## src/sv/clsk_pkg.sv

```systemverilog
// ----------------------------------------------------------------------------
// clsk_pkg
// Shared codes and types of the call/loop control stack: operation, status
// and entry-kind codes, the entry tag, the result bundle and the level unit's
// outputs.
// ----------------------------------------------------------------------------
package clsk_pkg;

  localparam int LVL_W  = 4;
  localparam int FUNC_W = 4;
  localparam int STAT_W = 3;

  typedef enum logic [FUNC_W-1:0] {
    FN_CALL      = 4'd0,
    FN_RETURN    = 4'd1,
    FN_FOR       = 4'd2,
    FN_FORLAST   = 4'd3,
    FN_NEXT      = 4'd4,
    FN_WHILE     = 4'd5,
    FN_WHILEBACK = 4'd6,
    FN_JUMP      = 4'd7,
    FN_INCLUDE   = 4'd8,
    FN_EXIT      = 4'd9,
    FN_RESET     = 4'd10
  } func_e;

  typedef enum logic [STAT_W-1:0] {
    ST_OK      = 3'd0,
    ST_OVER    = 3'd1,
    ST_INVALID = 3'd2,
    ST_NOCALL  = 3'd3,
    ST_NEST    = 3'd4
  } status_e;

  typedef enum logic [1:0] {
    KIND_CALL  = 2'd1,
    KIND_FOR   = 2'd2,
    KIND_WHILE = 2'd3
  } kind_e;

  // Tag of one stack entry; the saved pointer is stored beside it.
  typedef struct packed {
    logic [LVL_W-1:0] level;
    kind_e            kind;
    logic             ended;
  } meta_t;

  // Result of one item, minus the pointer and the depth.
  typedef struct packed {
    status_e          status;
    logic             redirect;
    logic [LVL_W-1:0] level;
    logic             again;
  } res_t;

  // Outputs of the shared level compare unit.
  typedef struct packed {
    logic             lt;
    logic             eq;
    logic [LVL_W-1:0] inc;
    logic [LVL_W-1:0] dec;
  } cmp_t;

endpackage

```

## src/sv/clsk_lvl_unit.sv

```systemverilog
// ----------------------------------------------------------------------------
// clsk_lvl_unit
// Shared nesting-level unit: compares two levels and forms the first one
// plus and minus one.
// ----------------------------------------------------------------------------
module clsk_lvl_unit import clsk_pkg::*; (
  input  logic [LVL_W-1:0] a_i,
  input  logic [LVL_W-1:0] b_i,
  output cmp_t             res_o
);

  assign res_o.lt  = (a_i < b_i);
  assign res_o.eq  = (a_i == b_i);
  assign res_o.inc = a_i + 1'b1;
  assign res_o.dec = a_i - 1'b1;

endmodule

```

## src/sv/clsk_stack_mem.sv

```systemverilog
// ----------------------------------------------------------------------------
// clsk_stack_mem
// Stack entry storage: one write port, one read port, registered read data.
// ----------------------------------------------------------------------------
module clsk_stack_mem import clsk_pkg::*; #(
  parameter int DEPTH = 10,
  parameter int PTR_W = 16,
  parameter int AW    = $clog2(DEPTH)
) (
  input  logic             clk_i,
  input  logic             we_i,
  input  logic [AW-1:0]    waddr_i,
  input  logic [PTR_W-1:0] wptr_i,
  input  meta_t            wmeta_i,
  input  logic             re_i,
  input  logic [AW-1:0]    raddr_i,
  output logic [PTR_W-1:0] rd_ptr_o,
  output meta_t            rd_meta_o
);

  localparam int MW = $bits(meta_t);
  localparam int EW = PTR_W + MW;

  logic [EW-1:0] mem_q [DEPTH];
  logic [EW-1:0] rdata_q;

  always_ff @(posedge clk_i) begin
    if (we_i) begin
      mem_q[waddr_i] <= {wptr_i, wmeta_i};
    end
    if (re_i) begin
      rdata_q <= mem_q[raddr_i];
    end
  end

  assign rd_ptr_o  = rdata_q[EW-1 -: PTR_W];
  assign rd_meta_o = meta_t'(rdata_q[MW-1:0]);

endmodule

```

## src/sv/clsk_ctrl.sv

```systemverilog
// ----------------------------------------------------------------------------
// clsk_ctrl
// Sequencer of the control stack: decodes one item, checks the top entry,
// pushes or pops, and walks down the stack to drop entries above a level.
// ----------------------------------------------------------------------------
module clsk_ctrl import clsk_pkg::*; #(
  parameter int STACK_DEPTH = 10,
  parameter int NEST_LEVELS = 10,
  parameter int PTR_WIDTH   = 16,
  parameter int DW          = $clog2(STACK_DEPTH + 1)
) (
  input  logic                 clk_i,
  input  logic                 rst_ni,
  input  logic                 start_i,
  input  logic [FUNC_W-1:0]    func_i,
  input  logic [PTR_WIDTH-1:0] target_ptr_i,
  input  logic [LVL_W-1:0]     target_level_i,
  input  logic [PTR_WIDTH-1:0] line_start_i,
  input  logic [PTR_WIDTH-1:0] resume_ptr_i,
  input  logic                 out_free_i,
  output logic                 idle_o,
  output logic                 done_o,
  output res_t                 res_o,
  output logic [PTR_WIDTH-1:0] rptr_o,
  output logic [DW-1:0]        depth_o
);

  localparam int AW = $clog2(STACK_DEPTH);

  typedef enum logic [2:0] {
    S_IDLE, S_DECODE, S_TOP, S_DREAD, S_DCHK, S_FIN
  } state_e;

  state_e               state_q, state_d;
  logic [FUNC_W-1:0]    func_q, func_d;
  logic [PTR_WIDTH-1:0] tptr_q, tptr_d;
  logic [LVL_W-1:0]     tlev_q, tlev_d;
  logic [PTR_WIDTH-1:0] lstart_q, lstart_d;
  logic [PTR_WIDTH-1:0] resume_q, resume_d;
  logic [DW-1:0]        depth_q, depth_d;
  logic [LVL_W-1:0]     level_q, level_d;
  logic [LVL_W-1:0]     thr_q, thr_d;
  status_e              status_q, status_d;
  logic                 redir_q, redir_d;
  logic [PTR_WIDTH-1:0] rptr_q, rptr_d;
  logic                 again_q, again_d;

  logic                 mem_we, mem_re;
  logic [AW-1:0]        mem_waddr, mem_raddr;
  logic [PTR_WIDTH-1:0] mem_wptr, rd_ptr;
  meta_t                mem_wmeta, rd_meta;

  logic [LVL_W-1:0]     alu_a, alu_b;
  cmp_t                 cmp;

  logic [DW-1:0]        depth_m1;
  logic [AW-1:0]        top_addr, push_addr;
  logic                 full, empty;

  clsk_stack_mem #(
    .DEPTH (STACK_DEPTH),
    .PTR_W (PTR_WIDTH),
    .AW    (AW)
  ) u_mem (
    .clk_i     (clk_i),
    .we_i      (mem_we),
    .waddr_i   (mem_waddr),
    .wptr_i    (mem_wptr),
    .wmeta_i   (mem_wmeta),
    .re_i      (mem_re),
    .raddr_i   (mem_raddr),
    .rd_ptr_o  (rd_ptr),
    .rd_meta_o (rd_meta)
  );

  clsk_lvl_unit u_lvl (
    .a_i   (alu_a),
    .b_i   (alu_b),
    .res_o (cmp)
  );

  assign depth_m1  = depth_q - 1'b1;
  assign top_addr  = depth_m1[AW-1:0];
  assign push_addr = depth_q[AW-1:0];
  assign full      = (depth_q == DW'(STACK_DEPTH));
  assign empty     = (depth_q == '0);

  always_comb begin
    kind_e want;
    want      = KIND_CALL;
    state_d   = state_q;
    func_d    = func_q;
    tptr_d    = tptr_q;
    tlev_d    = tlev_q;
    lstart_d  = lstart_q;
    resume_d  = resume_q;
    depth_d   = depth_q;
    level_d   = level_q;
    thr_d     = thr_q;
    status_d  = status_q;
    redir_d   = redir_q;
    rptr_d    = rptr_q;
    again_d   = again_q;
    mem_we    = 1'b0;
    mem_re    = 1'b0;
    mem_waddr = push_addr;
    mem_raddr = top_addr;
    mem_wptr  = lstart_q;
    mem_wmeta = '{level: level_q, kind: KIND_FOR, ended: 1'b0};
    alu_a     = level_q;
    alu_b     = level_q;

    case (state_q)
      S_IDLE: begin
        if (start_i) begin
          func_d   = func_i;
          tptr_d   = target_ptr_i;
          tlev_d   = target_level_i;
          lstart_d = line_start_i;
          resume_d = resume_ptr_i;
          status_d = ST_OK;
          redir_d  = 1'b0;
          rptr_d   = '0;
          again_d  = 1'b0;
          state_d  = S_DECODE;
        end
      end

      S_DECODE: begin
        state_d = S_FIN;
        case (func_e'(func_q))
          FN_CALL: begin
            alu_a = tlev_q;
            alu_b = level_q;
            if (!cmp.eq) begin
              status_d = ST_NOCALL;
            end else if (full) begin
              status_d = ST_OVER;
            end else begin
              mem_we    = 1'b1;
              mem_wptr  = resume_q;
              mem_wmeta = '{level: level_q, kind: KIND_CALL, ended: 1'b0};
              depth_d   = depth_q + 1'b1;
              redir_d   = 1'b1;
              rptr_d    = tptr_q;
            end
          end
          FN_FOR, FN_WHILE: begin
            if (full) begin
              status_d = ST_OVER;
            end else begin
              mem_we    = 1'b1;
              mem_wptr  = lstart_q;
              mem_wmeta = '{level: level_q,
                            kind: (func_e'(func_q) == FN_FOR) ? KIND_FOR : KIND_WHILE,
                            ended: 1'b0};
              depth_d   = depth_q + 1'b1;
            end
          end
          FN_RETURN, FN_WHILEBACK, FN_NEXT: begin
            if (empty) begin
              status_d = ST_INVALID;
            end else begin
              mem_re  = 1'b1;
              state_d = S_TOP;
            end
          end
          FN_FORLAST: begin
            if (!empty) begin
              mem_re  = 1'b1;
              state_d = S_TOP;
            end
          end
          FN_JUMP: begin
            alu_a   = tlev_q;
            alu_b   = level_q;
            redir_d = 1'b1;
            rptr_d  = tptr_q;
            if (cmp.lt) begin
              level_d = tlev_q;
              thr_d   = cmp.inc;
              state_d = S_DREAD;
            end
          end
          FN_INCLUDE: begin
            alu_a = level_q;
            alu_b = LVL_W'(NEST_LEVELS - 1);
            if (!cmp.lt) begin
              status_d = ST_NEST;
            end else begin
              level_d = cmp.inc;
              redir_d = 1'b1;
              rptr_d  = '0;
            end
          end
          FN_EXIT: begin
            alu_a = level_q;
            alu_b = '0;
            if (cmp.eq) begin
              status_d = ST_NEST;
            end else begin
              thr_d   = level_q;
              level_d = cmp.dec;
              state_d = S_DREAD;
            end
          end
          FN_RESET: begin
            depth_d = '0;
            level_d = '0;
          end
          default: begin
            status_d = ST_INVALID;
          end
        endcase
      end

      S_TOP: begin
        alu_a   = rd_meta.level;
        alu_b   = level_q;
        state_d = S_FIN;
        case (func_e'(func_q))
          FN_RETURN, FN_WHILEBACK: begin
            want = (func_e'(func_q) == FN_RETURN) ? KIND_CALL : KIND_WHILE;
            if (rd_meta.kind != want) begin
              status_d = ST_INVALID;
            end else begin
              depth_d = depth_m1;
              redir_d = 1'b1;
              rptr_d  = rd_ptr;
              if (cmp.lt) begin
                level_d = rd_meta.level;
                thr_d   = cmp.inc;
                state_d = S_DREAD;
              end
            end
          end
          FN_FORLAST: begin
            if (rd_meta.kind == KIND_FOR) begin
              mem_we    = 1'b1;
              mem_waddr = top_addr;
              mem_wptr  = rd_ptr;
              mem_wmeta = '{level: rd_meta.level, kind: KIND_FOR, ended: 1'b1};
            end
          end
          FN_NEXT: begin
            if (rd_meta.kind != KIND_FOR) begin
              status_d = ST_INVALID;
            end else if (rd_meta.ended) begin
              depth_d = depth_m1;
            end else begin
              redir_d = 1'b1;
              rptr_d  = rd_ptr;
              again_d = 1'b1;
              if (cmp.lt) begin
                level_d = rd_meta.level;
                thr_d   = cmp.inc;
                state_d = S_DREAD;
              end
            end
          end
          default: begin
            state_d = S_FIN;
          end
        endcase
      end

      // Walk down from the top, one entry per read/check pair.
      S_DREAD: begin
        if (empty) begin
          state_d = S_FIN;
        end else begin
          mem_re  = 1'b1;
          state_d = S_DCHK;
        end
      end

      S_DCHK: begin
        alu_a = rd_meta.level;
        alu_b = thr_q;
        if (!cmp.lt) begin
          depth_d = depth_m1;
          state_d = S_DREAD;
        end else begin
          state_d = S_FIN;
        end
      end

      S_FIN: begin
        if (out_free_i) begin
          state_d = S_IDLE;
        end
      end

      default: begin
        state_d = S_IDLE;
      end
    endcase
  end

  always_ff @(posedge clk_i or negedge rst_ni) begin
    if (!rst_ni) begin
      state_q  <= S_IDLE;
      func_q   <= '0;
      tptr_q   <= '0;
      tlev_q   <= '0;
      lstart_q <= '0;
      resume_q <= '0;
      depth_q  <= '0;
      level_q  <= '0;
      thr_q    <= '0;
      status_q <= ST_OK;
      redir_q  <= 1'b0;
      rptr_q   <= '0;
      again_q  <= 1'b0;
    end else begin
      state_q  <= state_d;
      func_q   <= func_d;
      tptr_q   <= tptr_d;
      tlev_q   <= tlev_d;
      lstart_q <= lstart_d;
      resume_q <= resume_d;
      depth_q  <= depth_d;
      level_q  <= level_d;
      thr_q    <= thr_d;
      status_q <= status_d;
      redir_q  <= redir_d;
      rptr_q   <= rptr_d;
      again_q  <= again_d;
    end
  end

  assign idle_o       = (state_q == S_IDLE);
  assign done_o       = (state_q == S_FIN) && out_free_i;
  assign res_o.status = status_q;
  assign res_o.redirect = redir_q;
  assign res_o.level  = level_q;
  assign res_o.again  = again_q;
  assign rptr_o       = rptr_q;
  assign depth_o      = depth_q;

`ifndef SYNTH
  a_depth_bound: assert property (@(posedge clk_i) disable iff (!rst_ni)
    depth_q <= DW'(STACK_DEPTH))
    else $error("stack depth beyond capacity");

  a_level_bound: assert property (@(posedge clk_i) disable iff (!rst_ni)
    level_q <= LVL_W'(NEST_LEVELS - 1))
    else $error("nesting level beyond limit");

  a_fail_no_redirect: assert property (@(posedge clk_i) disable iff (!rst_ni)
    (done_o && (status_q != ST_OK)) |-> !redir_q)
    else $error("failing item carries a redirect");

  a_idle_hold: assert property (@(posedge clk_i) disable iff (!rst_ni)
    (state_q == S_IDLE) |=> ($stable(depth_q) && $stable(level_q)))
    else $error("stack state moved while idle");

  a_walk_shrinks: assert property (@(posedge clk_i) disable iff (!rst_ni)
    (state_q == S_DCHK) |=> (depth_q <= $past(depth_q)))
    else $error("discard walk grew the stack");
`endif

endmodule

```

## src/sv/call_loop_control_stack.sv

```systemverilog
// ----------------------------------------------------------------------------
// call_loop_control_stack
// Control stack of a script sequencer: call/return, for/next and while loops,
// jumps, include and exit of nesting levels, with one result per item.
// ----------------------------------------------------------------------------
// Each accepted item yields exactly one result item. The block handles one
// item at a time: in_stall_o is high from acceptance until the result has
// been placed in the output register, which then holds it for the consumer
// while the next item is already taken in. An item that neither reads the
// stack top nor walks the stack (call, for, while, jump without level drop,
// include, refused exit, reset) passes through the decode and finish steps:
// the result is loaded into the output register as the finish step ends,
// and the sequencer returns to idle to take the next item. Reading the top
// entry (return, next, whileback, forlast on a non-empty stack) adds a top
// check step. Dropping entries above a lowered level (exit, jump or pop that
// lowers the level) adds a read step and a check step for every stack entry
// examined, plus a final read step when the walk runs the stack empty. The
// walk is paced by the single-read-port stack memory, whose read data is
// registered. A result that cannot enter the output register because the
// previous one is still stalled there holds the sequencer in its finish step.
module call_loop_control_stack import clsk_pkg::*; #(
  parameter int STACK_DEPTH = 10,
  parameter int NEST_LEVELS = 10,
  parameter int PTR_WIDTH   = 16,
  localparam int DW         = $clog2(STACK_DEPTH + 1)
) (
  input  logic                 clk_i,
  input  logic                 rst_ni,
  // item channel
  input  logic                 in_valid_i,
  output logic                 in_stall_o,
  input  logic [FUNC_W-1:0]    func_i,
  input  logic [PTR_WIDTH-1:0] target_ptr_i,
  input  logic [LVL_W-1:0]     target_level_i,
  input  logic [PTR_WIDTH-1:0] line_start_i,
  input  logic [PTR_WIDTH-1:0] resume_ptr_i,
  // result channel
  output logic                 out_valid_o,
  input  logic                 out_stall_i,
  output logic [STAT_W-1:0]    status_o,
  output logic                 redirect_o,
  output logic [PTR_WIDTH-1:0] redirect_ptr_o,
  output logic [LVL_W-1:0]     level_now_o,
  output logic                 loop_again_o,
  output logic [DW-1:0]        stack_depth_o
);

  logic                 ctrl_idle;
  logic                 ctrl_done;
  logic                 start;
  logic                 out_free;
  res_t                 ctrl_res;
  logic [PTR_WIDTH-1:0] ctrl_rptr;
  logic [DW-1:0]        ctrl_depth;

  logic                 out_valid_q, out_valid_d;
  res_t                 res_q;
  logic [PTR_WIDTH-1:0] rptr_q;
  logic [DW-1:0]        depth_q;

  // Take an item only while the sequencer sits idle.
  assign in_stall_o = !ctrl_idle;
  assign start      = in_valid_i && ctrl_idle;

  // The output register can take a new result when it is empty or when its
  // current result leaves in this cycle.
  assign out_free = !out_valid_q || !out_stall_i;

  clsk_ctrl #(
    .STACK_DEPTH (STACK_DEPTH),
    .NEST_LEVELS (NEST_LEVELS),
    .PTR_WIDTH   (PTR_WIDTH),
    .DW          (DW)
  ) u_ctrl (
    .clk_i          (clk_i),
    .rst_ni         (rst_ni),
    .start_i        (start),
    .func_i         (func_i),
    .target_ptr_i   (target_ptr_i),
    .target_level_i (target_level_i),
    .line_start_i   (line_start_i),
    .resume_ptr_i   (resume_ptr_i),
    .out_free_i     (out_free),
    .idle_o         (ctrl_idle),
    .done_o         (ctrl_done),
    .res_o          (ctrl_res),
    .rptr_o         (ctrl_rptr),
    .depth_o        (ctrl_depth)
  );

  // Hold the result until taken; drop the valid once it leaves.
  always_comb begin
    out_valid_d = out_valid_q;
    if (ctrl_done) begin
      out_valid_d = 1'b1;
    end else if (!out_stall_i) begin
      out_valid_d = 1'b0;
    end
  end

  always_ff @(posedge clk_i or negedge rst_ni) begin
    if (!rst_ni) begin
      out_valid_q <= 1'b0;
    end else begin
      out_valid_q <= out_valid_d;
    end
  end

  // Result payload; loaded only on completion, so a stalled result holds.
  always_ff @(posedge clk_i) begin
    if (ctrl_done) begin
      res_q   <= ctrl_res;
      rptr_q  <= ctrl_rptr;
      depth_q <= ctrl_depth;
    end
  end

  assign out_valid_o    = out_valid_q;
  assign status_o       = res_q.status;
  assign redirect_o     = res_q.redirect;
  assign redirect_ptr_o = rptr_q;
  assign level_now_o    = res_q.level;
  assign loop_again_o   = res_q.again;
  assign stack_depth_o  = depth_q;

endmodule

```

## config.mk

```make
export PLATFORM = sky130hd
export DESIGN_NAME = call_loop_control_stack
export DESIGN_NICKNAME = d
export VERILOG_FILES = /design/src/sv/clsk_pkg.sv /design/src/sv/clsk_lvl_unit.sv /design/src/sv/clsk_stack_mem.sv /design/src/sv/clsk_ctrl.sv /design/src/sv/call_loop_control_stack.sv
export SDC_FILE = /design/constraint.sdc
export NUM_CORES = 1
export LEC_CHECK = 0
export ABC_AREA = 0
export BUFFER_PORTS_ARGS = -buffer_cell sky130_fd_sc_hd__buf_2
export CORE_MARGIN = 5
export CORE_UTILIZATION = 38
export DETAILED_ROUTE_END_ITERATION = 12
export HOLD_SLACK_MARGIN = 0.05
export PLACE_DENSITY = 0.59
export SLEW_MARGIN = 15
export SYNTH_ARGS = -nofsm -noshare
export SYNTH_HDL_FRONTEND = slang
export SYNTH_HIERARCHICAL = 1
export SYNTH_SLANG_ARGS = --single-unit
```

## constraint.sdc

```tcl
create_clock -name clk_i -period 16.4 [get_ports clk_i]
set_input_delay 2.46 -clock clk_i [delete_from_list [all_inputs] [get_ports clk_i]]
set_output_delay 2.46 -clock clk_i [all_outputs]
set_load 0.005 [all_outputs]
```

=== After elaboration in Yosys (flattened, before gate mapping) ===
Memory sizes are Yosys's and may differ from the RTL's. A register that Yosys moved wholly into a read port is not among the register bits.
Index checks and enable logic that the tools add are counted.

* Register bits: 122
* Memory bits (writable): 230
* Input bits: 60
* Output and inout bits: 31
* Word-level logic and storage cells: 209
* Memories: 1

{| class="wikitable"
|+ Memories
! name !! words !! bits a word !! rd ports !! clocked after memory_dff !! write ports !! line !! RTL
|-
| u_ctrl.u_mem.mem_q || 10 || 23 || 1 || 1 || 1 || clsk_stack_mem.sv:24 || <nowiki>logic [EW-1:0] mem_q [DEPTH];</nowiki>
|}

* Add/subtract/negate cells: 4
* Order comparisons: 1
* Equal/unequal tests: 47
* Multiplexer cells: 108
* Reductions and logical operators: 28

{| class="wikitable"
|+ Operators by type and width
! kind !! number
|-
| $mux 16 || 12
|-
| $pmux 16 s3 || 2
|-
| $mux 4 || 22
|-
| $pmux 4 s2 || 9
|-
| $pmux 16 s2 || 2
|-
| $mux 3 || 20
|-
| $pmux 3 s6 || 2
|-
| $ne 3x2->1 const B || 9
|-
| $pmux 4 s3 || 2
|-
| $ne 3x3->1 const B || 7
|-
| $mux 1 || 20
|-
| $pmux 3 s2 || 3
|-
| $pmux 3 s3 || 2
|-
| $reduce_and 9->1 || 2
|-
| $eq 4x3->1 const B || 4
|-
| $eq 4x4->1 const B || 4
|-
| $pmux 4 s4 || 1
|-
| $mux 7 || 2
|-
| $pmux 7 s2 || 1
|-
| $ne 2x2->1 const B || 5
|-
| $pmux 1 s2 || 5
|-
| $reduce_and 10->1 || 1
|-
| $add 4x1->4 const B || 2
|-
| $eq 4x2->1 const B || 2
|-
| other kinds (28) || 47
|}

=== Logic depth before layout (Yosys ltp) ===
Gate-level depths: netlist of run 1.

* Depth in word-level cells: 10
* Mapped depth: 19
* Mapped depth without buffers: 16

=== By module ===
Netlist of run 1, hierarchy kept.

{| class="wikitable"
|+ Modules (own cells, without submodules)
! module !! instances !! cells each !! area each (µm²) !! sequential area each (µm²)
|-
| clsk_stack_mem || 1 || 506 || 9813.2 || 7597.3
|-
| clsk_ctrl || 1 || 510 || 5352.6 || 2302.2
|-
| call_loop_control_stack || 1 || 34 || 917.1 || 895.9
|-
| clsk_lvl_unit || 1 || 25 || 188.9 || 0.0
|}

=== Least setup slack after synthesis of run 1 ===
No wires, ideal clock.

* Path kind: register -> register
* Start point: register u_ctrl.state_q[1]
* End point: memory u_ctrl/u_mem/mem_q[0][0] in the netlist's numbering, enable pin
* Library setup time: 0.432 ns
* Data arrival time: 4.857 ns
* Data required time: 15.968 ns
* Path slack: 11.112 ns
* Cell stages (with the launch flop): 16
* Path buffers: 2
* Period minus slack after synthesis: 5.288 ns
* Cell sequence: dfrtp_1 > buf_6 > or3b_1 > buf_6 > or4_1 > nor2_1 > a221o_1 > inv_1 > ha_1 > and4_1 > nor2_1 > o22ai_1 > nand2_1 > o21ai_0 > or3b_2 > nor3_1

{| class="wikitable"
|+ RTL lines
! element !! line !! RTL
|-
| from (decl) || clsk_ctrl.sv:34 || <nowiki>state_e state_q, state_d;</nowiki>
|-
| from (signal assigned) || clsk_ctrl.sv:316 || <nowiki>state_q <= state_d;</nowiki>
|-
| to (decl) || clsk_stack_mem.sv:24 ||
|}

==> impl_metrics.yaml, run 1 <==
sta:
  slew_headroom: 0.316
  timing.clock.skew_ns: 0.0148
  grt_setup_unrepaired: "no"
  setup-violations-final: 0
  finalCritPeriodShare: 0.318
  finalWorstPathRequiredPeriod_ns: 5.22
  holdWs_ns: 0.446
  worst_slew_pin_slew_ns: 1.02
  final.setup.tns_ns: 0
  maximum_clock_frequency_mhz: 192
  hold_viol: 0
  final-max-slew-violation-count: 0
floorplan:
  io-pin-count: 91
  die_w_um: 217
  floorplan.die_area_um2: 47100
  initial_core_util: 0.386
  die_height_um: 217
  placementRows: 75
  core_region_area_um2: 42100
routing:
  route.final.wire_length_um: 37400
  drt-wirelength-per-cell_um: 21.6
  drt-pass1-iter-count: 5
  detail_route.vias_per_cell: 5.43
  route.detailed.drc: 0
  via_count: 9414
  ant_nets: 0
  drt_iter0_markers: 835
global_routing:
  number_of_global_route_vias_before_repair: 9506
  grt_max_degree: 65
  grt_util_all_layers: 0.157
  antenna_found_initial: 0
  grt_first_pass_wirelength_um: 58300
  total_gr_overflow: 0
cts:
  htree_num_levels: 2
  insertion_delay_ns: 0.54
  cts_setup_buffers: 0
  cts_tree: "built"
  cts_made_buffers: 40
  cts-root-buf: "sky130_fd_sc_hd__clkbuf_16"
  clkSlewWorstSetupHoldPaths_ns: 0.06
  cts.sink_count: 375
  post_cts_resized: 0
  cts_hold_buf: 0
  cts_max_path_buffers: 3
critical_path:
  cp_top_family: "simple AND/OR/NAND/NOR gates"
  worstPathArrival_ns: 5.44
  crit_path_top_delay_cell: "sky130_fd_sc_hd__nor2_2"
  cp-end-kind: "register"
  crit_path_max_fanout: 12
  critPathLaunchType: "register"
  setup.worst_path.class: "register to register"
  timing.critical_path.cells: "or3b_1 -> a211oi_1 -> a22oi_1 -> nand2_1 -> inv_1 -> ha_1 -> and4_1 -> nor2_1 -> o22ai_1 -> nand2_1 -> o21ai_0 -> nand3b_1 -> nor2_2 -> buf_4"
  timing.critical_path.required_ns: 16.62
  cpPeakStageDelay_ns: 0.70
  crit_buf_inv: 2
  crit_path_top_cell_by_count: "sky130_fd_sc_hd__nand2_1"
placed_design:
  globalplace.congestion: 0.921
  placement.io_buffers: 90
  dp_hpwl_um: 23700
  placement.cell_area_um2: 17300
final_layout:
  area.growth.synth_to_final_pct: 13.6
  multiInputGateArea_um2: 5080
  final.fill_count: 3757
  sequential_cell_area_um2: 10800
  fin_area_um2: 18500
  n_antenna_cell: 0
  final_nets: 1235
  drive_gt1_frac: 0.310
pwr:
  pwr_dens_nw_per_um2: 202
  power_leakage_nw: 6.92
  p_total_mw: 3.73
  vdd_ir_drop_max_v: 0.0000959
min_path:
  min_path_type: "register to register"
synthesis:
  yosys_most_used_dff: "sky130_fd_sc_hd__edfxtp_1"
  synth-edff-count: 282
  synth_top_cell_by_area: "sky130_fd_sc_hd__edfxtp_1"
  syn_area_um2: 16300
  synth_top_area_frac: 0.520
  synth.lib_cells_used.distinct: 73
  synth_seq_cells: 375
  synth_warn: 6
  syn_inst: 1075
  syn_nets: 1144
  synthesis.area_per_instance_um2: 15.1
  netlist_top_cells_area: "sky130_fd_sc_hd__edfxtp_1 52%, sky130_fd_sc_hd__dfrtp_1 14%, sky130_fd_sc_hd__mux2_2 8.9%, sky130_fd_sc_hd__mux2i_1 2.9%, sky130_fd_sc_hd__nand2_1 2.4%"
  sequential_to_total_area_share_from_yosys_stat: 0.663
  postSynth.asyncResetShare: 0.248
outcome:
  status: "finished, final reports clean"
flow_run:
  drv_cap: 0
layout make-up:
class	instances	area share
Timing Repair Buffer	114	0.0343
Clock inverter	14	0.00596
Sequential cell	375	0.584
Inverter	21	0.00440
Multi-Input combinational cell	614	0.275
Tap cell	539	0.0365
Clock buffer	57	0.0598
worst register-to-register path: stages, from the launching register on:
cell	delay [ns]
sky130_fd_sc_hd__dfrtp_1	0.58
sky130_fd_sc_hd__or3b_1	0.63
sky130_fd_sc_hd__a211oi_1	0.58
sky130_fd_sc_hd__a22oi_1	0.15
sky130_fd_sc_hd__nand2_1	0.20
sky130_fd_sc_hd__inv_1	0.14
sky130_fd_sc_hd__ha_1	0.31
sky130_fd_sc_hd__and4_1	0.36
sky130_fd_sc_hd__nor2_1	0.12
sky130_fd_sc_hd__o22ai_1	0.16
sky130_fd_sc_hd__nand2_1	0.13
sky130_fd_sc_hd__o21ai_0	0.18
sky130_fd_sc_hd__nand3b_1	0.28
sky130_fd_sc_hd__nor2_2	0.70
sky130_fd_sc_hd__buf_4	0.38
Yosys cell counts (6+ instances only):
cell type / count
sky130_fd_sc_hd__a21oi_1: 19
sky130_fd_sc_hd__a22o_1: 40
sky130_fd_sc_hd__a22oi_1: 20
sky130_fd_sc_hd__buf_1: 6
sky130_fd_sc_hd__buf_2: 23
sky130_fd_sc_hd__buf_4: 9
sky130_fd_sc_hd__buf_6: 8
sky130_fd_sc_hd__clkbuf_1: 17
sky130_fd_sc_hd__dfrtp_1: 93
sky130_fd_sc_hd__edfxtp_1: 282
sky130_fd_sc_hd__ha_1: 9
sky130_fd_sc_hd__inv_1: 20
sky130_fd_sc_hd__mux2_1: 8
sky130_fd_sc_hd__mux2_2: 129
sky130_fd_sc_hd__mux2_4: 11
sky130_fd_sc_hd__mux2i_1: 47
sky130_fd_sc_hd__nand2_1: 103
sky130_fd_sc_hd__nand2b_1: 9
sky130_fd_sc_hd__nor2_1: 24
sky130_fd_sc_hd__nor3_1: 11
sky130_fd_sc_hd__o21ai_0: 24
sky130_fd_sc_hd__o22a_1: 8
sky130_fd_sc_hd__o22ai_1: 26
sky130_fd_sc_hd__o31ai_2: 23
sky130_fd_sc_hd__xor2_1: 6
stage by stage:
step	cells	setup slack [ns]	utilization
2_1_floorplan	1075	11.11	-
3_3_place_gp	1663	11.38	0.410
3_5_place_dp	1663	11.24	0.410
4_1_cts	1734	11.21	0.439
5_1_grt	1734	10.86	0.439
6_report	1734	11.18	0.439
layer usage:
metal	GRT usage	wire, um	vias up
met5	0	0	-
met4	0.0411	726	0
met3	0.0231	1920	50
met2	0.247	17100	259
met1	0.232	17600	4801
li1	-	-	4304
path summary, 6_finish.rpt:
path / endpoint / cells after the start / start / slack, ns
max: u_ctrl/u_mem/mem_q[5][8] / 14 / u_ctrl/state_q[0] / 11.18
min: redirect_ptr_o[3] / 0 / u_ctrl/rptr_o[3] / 0.45
max reg2reg: u_ctrl/u_mem/mem_q[5][8] / 14 / u_ctrl/state_q[0] / 11.18
min reg2reg: redirect_ptr_o[3] / 0 / u_ctrl/rptr_o[3] / 0.45
max in group asynchronous: u_ctrl/lstart_q[11] / 2 / rst_ni / 13.33
min in group asynchronous: u_ctrl/status_q[2] / 1 / rst_ni / 1.87
report_power, final:
part | internal (mW) | switching, mW | leakage [nW]
sequential | 1.32 | 0.164 | 3.78
combinational | 0.576 | 0.833 | 2.55
clock | 0.485 | 0.352 | 0.590
state kept, by name (all words and copies together) (netlist names), 3 cells and up:
| name | count |
|---|---|
| u_ctrl/status_q | 3 |
| redirect_ptr_o | 16 |
| u_ctrl/resume_q | 16 |
| u_ctrl/rptr_o | 16 |
| u_ctrl/depth_o | 4 |
| u_ctrl/u_mem/mem_q | 230 |
| u_ctrl/thr_q | 4 |
| u_ctrl/level_q | 4 |
| u_ctrl/tptr_q | 16 |
| u_ctrl/lstart_q | 16 |
| u_ctrl/func_q | 4 |
| u_ctrl/tlev_q | 4 |
| status_o | 3 |
| stack_depth_o | 4 |
| level_now_o | 4 |
| u_ctrl/u_mem/rdata_q | 23 |
| u_ctrl/state_q | 3 |
cells by family (layout without fill, tap and decap cells):
kind of cell | after synthesis | count (layout) | synth area share
adder cells (fa/ha/maj) | 9 | 9 | 0.00692
AO/OA/AOI/OAI | 206 | 206 | 0.100
flip-flops | 375 | 375 | 0.663
AND/OR/NAND/NOR | 194 | 194 | 0.0615
multiplexers | 195 | 195 | 0.134
buffers and inverters | 86 | 206 | 0.0288
XOR/XNOR | 10 | 10 | 0.00538
layout by cell type (no fill, tap or decap), types with 25 or more instances in the layout:
master and count:
sky130_fd_sc_hd__mux2i_1 47, sky130_fd_sc_hd__buf_4 25, sky130_fd_sc_hd__dfrtp_1 93, sky130_fd_sc_hd__buf_2 89, sky130_fd_sc_hd__clkbuf_16 40, sky130_fd_sc_hd__o22ai_1 26, sky130_fd_sc_hd__nand2_1 103, sky130_fd_sc_hd__edfxtp_1 282
sky130_fd_sc_hd__mux2_2 129, sky130_fd_sc_hd__a22o_1 40
Power figures use the tool's default switching activity.
==> run 2: changes to the inputs <==
ABC_AREA = 1   (was 0)
clock period = 5.4 ns   (was 16.4 ns; I/O delays follow)
==> impl_metrics.yaml, run 2 <==
outcome:
  status: "finished, final reports clean"
placed_design:
  placement.cell_area_um2: 18100
  placement_stage_worst_setup_slack_ns: 1.02
  globalplace.congestion: 0.878
  dp_hpwl_um: 28500
  placement.io_buffers: 90
cts:
  htree_num_levels: 2
  cts_hold_buf: 0
  cts.sink_count: 375
  post_cts_resized: 0
  cts_made_buffers: 41
  cts_setup_buffers: 0
  cts-root-buf: "sky130_fd_sc_hd__clkbuf_16"
  cts_max_path_buffers: 3
  clkSlewWorstSetupHoldPaths_ns: 0.06
  cts_tree: "built"
  insertion_delay_ns: 0.55
critical_path:
  ff2ff_setup_slack_ns: 0.94
  rr_endpoint: "u_ctrl/u_mem/mem_q[4][7]"
  setup.worst_path.class: "register to register"
  cp-end-kind: "register"
  crit_path_max_fanout: 17
  ff2ff_path_depth: 17
  worstPathArrival_ns: 4.66
  timing.critical_path.required_ns: 5.61
  critPathLaunchType: "register"
  worstReg2RegStart: "u_ctrl/state_q[0]"
flow_run:
  drv_cap: 0
sta:
  worst_slew_pin_slew_ns: 1.08
  setup-violations-final: 0
  holdWs_ns: 0.299
  slew_headroom: 0.277
  finalWorstSetupSlack_ns: 0.944
  timing.clock.skew_ns: 0.0257
  grt_setup_unrepaired: "no"
  finalWorstPathRequiredPeriod_ns: 4.46
  final.setup.tns_ns: 0
  finalCritPeriodShare: 0.825
  maximum_clock_frequency_mhz: 224
  hold_viol: 0
  final-max-slew-violation-count: 0
pwr:
  vdd_ir_drop_max_v: 0.000367
  sequential_share_of_power: 0.359
  pwr_dens_nw_per_um2: 615
  power_frac_clock: 0.224
  switching_share: 0.415
  cell_internal_pwr_mw: 6.99
  power.switching_mw: 4.96
  comb_pwr_share: 0.417
  power_leakage_nw: 8.60
synthesis:
  syn_nets: 1848
  synth_top_cell_by_area: "sky130_fd_sc_hd__edfxtp_1"
  synth.lib_cells_used.distinct: 37
  synth_top_area_frac: 0.498
  post_synth_xor_area_fraction: 0.00412
  post_synth_fa_ha_maj_area_fraction: 0.00662
  netlist_top_cells_area: "sky130_fd_sc_hd__edfxtp_1 50%, sky130_fd_sc_hd__dfrtp_1 14%, sky130_fd_sc_hd__nand2_1 13%, sky130_fd_sc_hd__nand3_1 6.6%, sky130_fd_sc_hd__inv_1 5.1%"
  syn_inst: 1779
  synth-edff-count: 282
  synthesis.area_per_instance_um2: 9.56
  synth.cells.most_frequent: "579 x sky130_fd_sc_hd__nand2_1, 282 x sky130_fd_sc_hd__edfxtp_1, 233 x sky130_fd_sc_hd__inv_1, 224 x sky130_fd_sc_hd__nand3_1, 95 x sky130_fd_sc_hd__o21ai_0"
  sequential_to_total_area_share_from_yosys_stat: 0.635
  main_combinational_cell_family_by_area_after_synthesis: "simple AND/OR/NAND/NOR gates"
  yosys_most_used_dff: "sky130_fd_sc_hd__edfxtp_1"
  syn_area_um2: 17000
  synth_area_in_compound_gates: 0.0497
  synth_warn: 6
  yosys.area_share.simple: 0.227
  synthMostInstantiatedCell: "sky130_fd_sc_hd__nand2_1"
  postSynth.asyncResetShare: 0.248
  yosys-mux-area-fraction: 0
  synth_seq_cells: 375
final_layout:
  largest_register_ff_count: 230
  drive_gt1_frac: 0.121
  area.growth.synth_to_final_pct: 14.4
  fin_area_um2: 19400
  layout.cells.most_common_list: "579 x sky130_fd_sc_hd__nand2_1, 282 x sky130_fd_sc_hd__edfxtp_1, 232 x sky130_fd_sc_hd__inv_1"
  max_flop_register: "u_ctrl/u_mem/mem_q"
  top_regs: "u_ctrl/u_mem/mem_q (230), u_ctrl/u_mem/rdata_q (23)"
  n_antenna_cell: 0
  final_nets: 1940
  final_common_cell: "sky130_fd_sc_hd__nand2_1"
routing:
  drt_iter0_markers: 1118
  drt-pass1-iter-count: 5
  route.final.wire_length_um: 43900
  met3_length_um: 2890
  drt-wirelength-per-cell_um: 17.6
  top_layer_used: "met4"
  via_count: 12300
  detail_route.vias_per_cell: 4.93
  met2_wire_length_um: 20300
  met1Wirelength_um: 19900
  route.detailed.drc: 0
  ant_nets: 0
global_routing:
  total_gr_overflow: 0
  number_of_global_route_vias_before_repair: 11900
  grt_first_pass_wirelength_um: 69300
  grt_max_degree: 116
  grt_util_all_layers: 0.176
  antenna_found_initial: 0
min_path:
  min_path_type: "input pin to asynchronous set/reset pin"
floorplan:
  io-pin-count: 91
  floorplan.die_area_um2: 49100
  initial_core_util: 0.384
  core_region_area_um2: 44200
  die_w_um: 222
  die_height_um: 222
  placementRows: 77
==> run 2: critical path: stages (launching register included) <==
cell,delay (ns)
sky130_fd_sc_hd__dfrtp_1,0.42
sky130_fd_sc_hd__nor2_1,0.09
sky130_fd_sc_hd__nand2_1,0.37
sky130_fd_sc_hd__nand2_1,0.19
sky130_fd_sc_hd__inv_1,0.23
sky130_fd_sc_hd__nand2_1,0.11
sky130_fd_sc_hd__o221ai_1,0.45
sky130_fd_sc_hd__ha_1,0.23
sky130_fd_sc_hd__nand2_1,0.07
sky130_fd_sc_hd__nor2_1,0.26
sky130_fd_sc_hd__nand3_1,0.11
sky130_fd_sc_hd__buf_4,0.21
sky130_fd_sc_hd__nand2_1,0.10
sky130_fd_sc_hd__nand2_1,0.11
sky130_fd_sc_hd__nand2_1,0.15
sky130_fd_sc_hd__nand3_1,0.25
sky130_fd_sc_hd__nor2_2,0.38
sky130_fd_sc_hd__buf_4,0.38
==> run 2: final cells by class <==
type / instances / area [um2]
clock buffers: 57 / 1160
inverters: 244 / 922
well taps: 592 / 741
multi-input cells: 1083 / 4960
clock inverters: 19 / 144
fillers: 4142 / 24800
flip-flops and latches: 375 / 10800
repair buffers: 126 / 723
==> run 2: layer usage <==
metal,global-route usage,vias to the layer above
met2,0.283,393
met5,0,-
met4,0.0416,0
li1,-,6008
met3,0.0312,60
met1,0.251,5856
==> run 2: worst max-delay path by stage <==
stage	startpoint	endpoint	cells after the start
2_1_floorplan	out_stall_i	level_now_o[0]	3
5_1_grt	u_ctrl/state_q[0]	u_ctrl/u_mem/mem_q[7][11]	17
3_5_place_dp	u_ctrl/state_q[0]	u_ctrl/u_mem/mem_q[7][16]	17
4_1_cts	u_ctrl/state_q[0]	u_ctrl/u_mem/mem_q[6][7]	17
6_report	u_ctrl/state_q[0]	u_ctrl/u_mem/mem_q[4][7]	17
3_3_place_gp	u_ctrl/state_q[1]	u_ctrl/u_mem/mem_q[6][17]	16
==> run 2: cells by family (layout without fill, tap and decap cells) <==
group | Yosys count | after routing
buf+inv | 321 | 446
xor+xnor | 8 | 8
flops | 375 | 375
simple gates | 921 | 921
fa+ha+maj | 9 | 9
compound gates | 145 | 145
==> run 2: metrics by stage <==
step | utilization | total power, mW | cells
2_1_floorplan | - | 7.68 | 1779
3_3_place_gp | 0.409 | 9.23 | 2419
3_5_place_dp | 0.409 | 9.27 | 2419
4_1_cts | 0.439 | 12.0 | 2495
5_1_grt | 0.440 | 12.8 | 2496
6_report | 0.440 | 11.9 | 2496
==> run 2: power groups by stage <==
stage	registers (mW)	logic, mW	clock network [mW]
2_1_floorplan	4.25	3.44	0
3_3_place_gp	4.35	4.88	0
3_5_place_dp	4.35	4.92	0
4_1_cts	4.30	4.95	2.74
5_1_grt	4.34	5.57	2.88
6_report	4.29	4.98	2.68
